**config.mk**
```make
export PLATFORM = sky130hd
export DESIGN_NAME = ehi_dir_mem
export DESIGN_NICKNAME = d
export VERILOG_FILES = /design/src/design/extendible_hash_index_unit_assert.svh /design/src/design/ehi_pkg.sv /design/src/design/ehi_dir_mem.sv
export SDC_FILE = /design/constraint.sdc
export NUM_CORES = 2
export LEC_CHECK = 0
export BUFFER_PORTS_ARGS = -buffer_cell sky130_fd_sc_hd__buf_2
export CORE_MARGIN = 2
export CORE_UTILIZATION = 30
export DETAILED_ROUTE_END_ITERATION = 16
export GPL_TIMING_DRIVEN = 0
export PLACE_DENSITY_LB_ADDON = 0.12
export SLEW_MARGIN = 20
export SYNTH_ARGS = -nofsm -noshare
export SYNTH_HDL_FRONTEND = slang
export SYNTH_SLANG_ARGS = --single-unit
```
**constraint.sdc**
```tcl
create_clock -name clk -period 2.8 [get_ports clk]
set_input_delay 0.56 -clock clk [delete_from_list [all_inputs] [get_ports clk]]
set_output_delay 0.56 -clock clk [all_outputs]
set_load 0.03 [all_outputs]
```
**src/design/extendible_hash_index_unit_assert.svh**
```systemverilog
// Assertion macros used by the index top-level design file
`ifndef EXTENDIBLE_HASH_INDEX_UNIT_ASSERT_SVH
`define EXTENDIBLE_HASH_INDEX_UNIT_ASSERT_SVH

// Same-cycle implication, checked at every rising edge outside reset
`define EHI_ASSERT_IMP(label, ante, cons, msg) \
  label: assert property (@(posedge clk) disable iff (rst) (ante) |-> (cons)) \
    else $error(msg);

// Next-cycle implication, checked at every rising edge outside reset
`define EHI_ASSERT_NXT(label, ante, cons, msg) \
  label: assert property (@(posedge clk) disable iff (rst) (ante) |=> (cons)) \
    else $error(msg);

`endif

```
**src/design/ehi_pkg.sv**
```systemverilog
package ehi_pkg;

  localparam int MAX_DEPTH        = 8;
  localparam int SLOTS_PER_BUCKET = 4;
  localparam int INIT_DEPTH       = 2;

  localparam int DIR_SIZE = 1 << MAX_DEPTH;
  localparam int DIR_W    = MAX_DEPTH;
  localparam int LD_W     = $clog2(MAX_DEPTH + 1);
  localparam int LDSEL_W  = $clog2(MAX_DEPTH);
  localparam int USED_W   = MAX_DEPTH + 1;
  localparam int SLOT_W   = (SLOTS_PER_BUCKET > 1) ? $clog2(SLOTS_PER_BUCKET) : 1;
  localparam int KEY_W    = 31;
  localparam int HALF_W   = 16;

  typedef enum logic [1:0] {
    CMD_INSERT = 2'd0,
    CMD_SEARCH = 2'd1,
    CMD_REMOVE = 2'd2,
    CMD_UNUSED = 2'd3
  } cmd_t;

  typedef enum logic [1:0] {
    ST_DONE      = 2'd0,
    ST_NOT_FOUND = 2'd1,
    ST_FULL      = 2'd2,
    ST_UNUSED    = 2'd3
  } status_t;

  typedef struct packed {
    logic [KEY_W-1:0]  key;
    logic [HALF_W-1:0] page;
    logic [HALF_W-1:0] rec;
  } slot_t;

  typedef struct packed {
    logic [LD_W-1:0]             ld;
    logic [SLOTS_PER_BUCKET-1:0] vld;
    slot_t [SLOTS_PER_BUCKET-1:0] slot;
  } row_t;

  typedef struct packed {
    logic             en;
    logic [DIR_W-1:0] addr;
    logic [DIR_W-1:0] data;
  } dir_wr_t;

  typedef struct packed {
    logic             en;
    logic [DIR_W-1:0] addr;
    row_t             row;
  } bkt_wr_t;

endpackage

```
**src/design/ehi_dir_mem.sv**
```systemverilog
module ehi_dir_mem (
  input  logic                      clk,
  input  logic                      rst,
  input  logic [ehi_pkg::DIR_W-1:0] rd_addr,
  input  ehi_pkg::dir_wr_t          wr,
  output logic [ehi_pkg::DIR_W-1:0] rd_data
);

  logic [ehi_pkg::DIR_W-1:0] mem [ehi_pkg::DIR_SIZE];
  logic [ehi_pkg::DIR_SIZE-1:0] written;
  logic [ehi_pkg::DIR_W-1:0] mem_q;
  logic [ehi_pkg::DIR_W-1:0] addr_q;
  logic                      written_q;

  // write port and registered read
  always_ff @(posedge clk) begin
    if (wr.en) begin
      mem[wr.addr] <= wr.data;
    end
    mem_q  <= mem[rd_addr];
    addr_q <= rd_addr;
  end

  // track entries written since reset
  always_ff @(posedge clk) begin
    if (rst) begin
      written   <= '0;
      written_q <= 1'b0;
    end else begin
      if (wr.en) begin
        written[wr.addr] <= 1'b1;
      end
      written_q <= written[rd_addr];
    end
  end

  // unwritten entry i names bucket i mod 4
  assign rd_data = written_q ? mem_q : {{(ehi_pkg::DIR_W-2){1'b0}}, addr_q[1:0]};

endmodule

```
==> results.txt <==
The clock insertion delay at the later pin of the skew report came out at 0.89 ns. The placeable core region came out at 294,300 sq um. STA classifies the critical path startpoint as a primary input.

In this design, the stage delay of the slowest critical-path cell is 0.83 ns. The mapped netlist covers 88,820 sq um. The final setup violation count is 458. The clock slew at the register clock pins of the worst setup and hold paths is 0.05 ns. The top cell types in the final layout, fill and taps aside, are sky130_fd_sc_hd__edfxtp_1, sky130_fd_sc_hd__mux4_2, sky130_fd_sc_hd__nor2_1, sky130_fd_sc_hd__clkbuf_16, sky130_fd_sc_hd__dfxtp_1.

The worst clock skew on the final layout came out at 0.02865 ns. The count of buffers inserted at the top-level ports came out at 24. The checks that failed: setup timing. In this run the static leakage power is 32.42 nW. The post-layout total power is 75.62 mW. The number of nets at the end of the flow came out at 4,745. In this run, placement finished with an instance count of 8,363. The layout overhead on the synthesized area came out at 18.39%. The number of rows in the core area came out at 199. Counting flops and latches in the post-synthesis netlist gives 2,315.

The peak supply drop is 0.0004027 V. After detailed routing, the average wire length per cell comes to 33.27 microns. The final weighted congestion of routability-driven global placement came out at 0.9236. The arrival time reported for the critical path endpoint is 3.50 ns.

The vertical die dimension came out at 548.1 microns. The minimum clock period came out at 3.004 ns. The power density of the placed cells is 719.2 nW/um^2. The number of top-level pins came out at 35.

The worst pin sits at a relative slew slack of 0.04340. In this run the worst hold path is classified as in -> reg. The sequential area share after synthesis came out at 0.7526. The final-report max-slew violation count was 0.

Entering global routing, the biggest net connects 137 pins. The area used by multi-input combinational logic came out at 22,100 sq um. The cell count after synthesis came out at 4,369. The number of buffers created by CTS came out at 270. Before antenna repair, the detailed router went through 8 iterations.

The final routed DRC violation total came out at 0. After synthesis, the netlist uses 45 different library cells. The routed layout has 45,600 vias.

The library cell used most frequently in the layout, excluding fill and tap cells, is sky130_fd_sc_hd__edfxtp_1. The combined global-route utilization of all metal layers is 0.1943. CTS placed an instance of sky130_fd_sc_hd__clkbuf_16 at the clock tree root.

The number of non-filler instances in the completed layout is 8,857. The largest driver fanout on the critical path is 10. For this run, the leading register cell type out of synthesis is sky130_fd_sc_hd__edfxtp_1.

The area taken by flip-flops and latches is 66,850 sq um. The routed wire length is 294,700 microns. After clock tree synthesis, the setup repair step added 0 buffers. The first-pass GRT wire length is 401,900 microns. The initial utilization of the core area, before any placement, comes to 0.3018. For the worst setup path, the data required time is 3.29 ns.

The HPWL after detailed placement is 203,400 microns. For this run, the top clock speed supported by timing is 332.9 MHz. The share of synthesized registers carrying an async set or reset came out at 0.

The startpoint identified for the worst hold timing path is wr[5]. The type of destination of the critical path is a flip-flop. The final hold violation count came out at 0. The first routing iteration left 4,814 violations. TritonCTS built the clock tree. At the pin with the least slew margin, the transition time is 1.435 ns. The number of antenna violations at the first check in global routing is 26. At the end of the flow the core is filled with cells to 0.3573. The number of nets in the synthesized netlist is 4,396. The width of the die is 548.1 microns.

The H-tree depth reported by CTS came out at 5. The count of nets left with antenna violations once routing finished came out at 0. The maximum root-to-sink buffer count is 4.

The placed instances occupy a cell area of 95,450 sq um. On the critical path, the stage with the largest delay is an instance of sky130_fd_sc_hd__nor2_2. Setup repair after global routing could not meet its margin everywhere.

Yosys mapped a number of flops with a built-in enable equal to 2,048. The critical path goes through clkbuf_1 > nor2b_1 > clkbuf_1 > nand3_1 > clkbuf_2 > nor2_2. Of the cells placed in the final design, the portion with a size suffix greater than 1 is 0.3356. After layout, the worst setup slack is -0.2038 ns. The post-synthesis average cell area is 20.33 sq um. The via count of the first global-routing pass is 46,320. The startpoint of the most critical setup path is wr[8].

The via density per instance came out at 5.148. The filler cell count in the final layout is 27,390. The post-route cell area came out at 105,100 sq um.

The clock net sink count is 2,315. The type of the worst setup path is in -> reg. The run finished, with violations left. In this design, the critical path's most frequently occurring cell is sky130_fd_sc_hd__clkbuf_1.

The die footprint is 300,400 sq um. The total of warnings raised by yosys came out at 0. The remaining global-route overflow is 0. The count of maximum capacitance violations is 0.

The final worst-path cycle share came out at 1.073. In this run the critical register-to-register path is launched from mem[89][5]$_DFFE_PP_.
## area by class of cell
type | count | area share
Antenna cell | 15 | 0.0003570
Buffer | 253 | 0.01604
Clock buffer | 356 | 0.06969
Clock inverter | 121 | 0.01015
Inverter | 2 | 0.00007140
Multi-Input combinational cell | 1798 | 0.2101
Sequential cell | 2315 | 0.6357
Tap cell | 3919 | 0.04663
Timing Repair Buffer | 78 | 0.01119
## report_power, final
group	internal (mW)	switching, mW	total (mW)
clock	19.6	14.4	34.0
sequential	37.6	0.0303	37.7
combinational	1.38	2.60	3.98
total	58.6	17.0	75.6
## cell families (layout without fill, tap and decap cells)
family                 count (synthesis)  in the layout  synth area share
multiplexers                         766            766            0.1795
buffers and inverters                256            810           0.01436
flip-flops                          2315           2315            0.7526
AND/OR/NAND/NOR                      876            876           0.04011
other                                  0             15                 0
AO/OA/AOI/OAI                        156            156           0.01344
## path summary, 6_finish.rpt
path                            cells after the start                       end  slack, ns
worst max-delay path                                6     mem[181][4]$_DFFE_PP_      -0.20
worst max register to register                      5          mem_q[5]$_DFF_P_       0.26
worst min-delay path                                1     mem[245][5]$_DFFE_PP_        0.1
worst min register to register                      2  written[70]$_SDFFE_PP0P_       0.47
## cell usage after synthesis, types with 2 or more instances
| library cell | number | share of area |
|---|---|---|
| sky130_fd_sc_hd__a22oi_1 | 23 | 0.0019 |
| sky130_fd_sc_hd__a21boi_0 | 7 | 0.00059 |
| sky130_fd_sc_hd__o21ai_0 | 4 | 0.00023 |
| sky130_fd_sc_hd__or3_1 | 2 | 0.00014 |
| sky130_fd_sc_hd__mux2_2 | 22 | 0.0028 |
| sky130_fd_sc_hd__o21ba_2 | 29 | 0.0033 |
| sky130_fd_sc_hd__nand3_1 | 28 | 0.0016 |
| sky130_fd_sc_hd__dfxtp_1 | 267 | 0.060 |
| sky130_fd_sc_hd__nand4b_1 | 2 | 0.00020 |
| sky130_fd_sc_hd__buf_2 | 50 | 0.0028 |
| sky130_fd_sc_hd__nor3b_1 | 3 | 0.00025 |
| sky130_fd_sc_hd__nand2b_1 | 4 | 0.00028 |
| sky130_fd_sc_hd__o221ai_1 | 23 | 0.0023 |
| sky130_fd_sc_hd__buf_4 | 26 | 0.0022 |
| sky130_fd_sc_hd__nor3_1 | 3 | 0.00017 |
| sky130_fd_sc_hd__a211oi_1 | 2 | 0.00017 |
| sky130_fd_sc_hd__nand2_1 | 44 | 0.0019 |
| sky130_fd_sc_hd__mux4_2 | 659 | 0.17 |
| sky130_fd_sc_hd__mux2i_1 | 85 | 0.0096 |
| sky130_fd_sc_hd__clkbuf_1 | 137 | 0.0058 |
| sky130_fd_sc_hd__nand3b_1 | 3 | 0.00025 |
| sky130_fd_sc_hd__edfxtp_1 | 2048 | 0.69 |
| sky130_fd_sc_hd__nor2_1 | 729 | 0.031 |
| sky130_fd_sc_hd__o211ai_1 | 2 | 0.00017 |
| sky130_fd_sc_hd__or2_2 | 2 | 0.00014 |
| sky130_fd_sc_hd__and3_1 | 2 | 0.00014 |
| sky130_fd_sc_hd__o2111ai_1 | 3 | 0.00030 |
| sky130_fd_sc_hd__and2_1 | 10 | 0.00070 |
| sky130_fd_sc_hd__o22ai_1 | 55 | 0.0039 |
| sky130_fd_sc_hd__a21oi_1 | 4 | 0.00023 |
| sky130_fd_sc_hd__nor4_1 | 8 | 0.00056 |
| sky130_fd_sc_hd__nor2b_1 | 13 | 0.00092 |
| sky130_fd_sc_hd__and4b_1 | 10 | 0.0011 |
| sky130_fd_sc_hd__nand4_1 | 11 | 0.00077 |
| sky130_fd_sc_hd__buf_1 | 21 | 0.00089 |
| sky130_fd_sc_hd__buf_6 | 19 | 0.0024 |
## worst max-delay path: cells and delay by family
family	cells	cell delay, ns
AND/OR/NAND/NOR	3	1.49
buffers and inverters	3	1.43
## sequential cells by signal (all words and copies together) (netlist names)
| signal | count |
|---|---|
| addr_q | 2 |
| written | 256 |
| mem_q | 8 |
| mem | 2048 |
| written_q | 1 |
## through the flow
| step | setup WS, ns | setup TNS (ns) | hold WS, ns |
|---|---|---|---|
| global route | -0.1615 | -17.30 | 0.06414 |
| finish | -0.2038 | -32.85 | 0.09756 |
| CTS | -0.02765 | -0.3406 | 0.03789 |
| floorplan | 0.1983 | 0 | 0.4346 |
| detailed placement | -2.400 | -1336.72 | 0.4514 |
| global placement | -2.907 | -7121.18 | 0.4444 |
## per-layer routing
metal / GRT usage / wire [microns] / part of all wire / vias to the layer above
met4: 0.06717 / 11380 / 0.039 / 0
met5: 0 / 0 / 0 / -
met1: 0.2722 / 130700 / 0.44 / 25090
met2: 0.3081 / 137100 / 0.47 / 1518
met3: 0.02999 / 15470 / 0.053 / 482
li1: - / - / - / 18510
## what timing repair did
item | 4_1_cts | 5_1_grt
endpoints found under the setup margin | 297 | 496
hold endpoints to repair | 5 | 0
pin swaps | 3 | 0
hold buffers | 3 | 0
resized for setup | 263 | 76
Power figures use the tool's default switching activity.
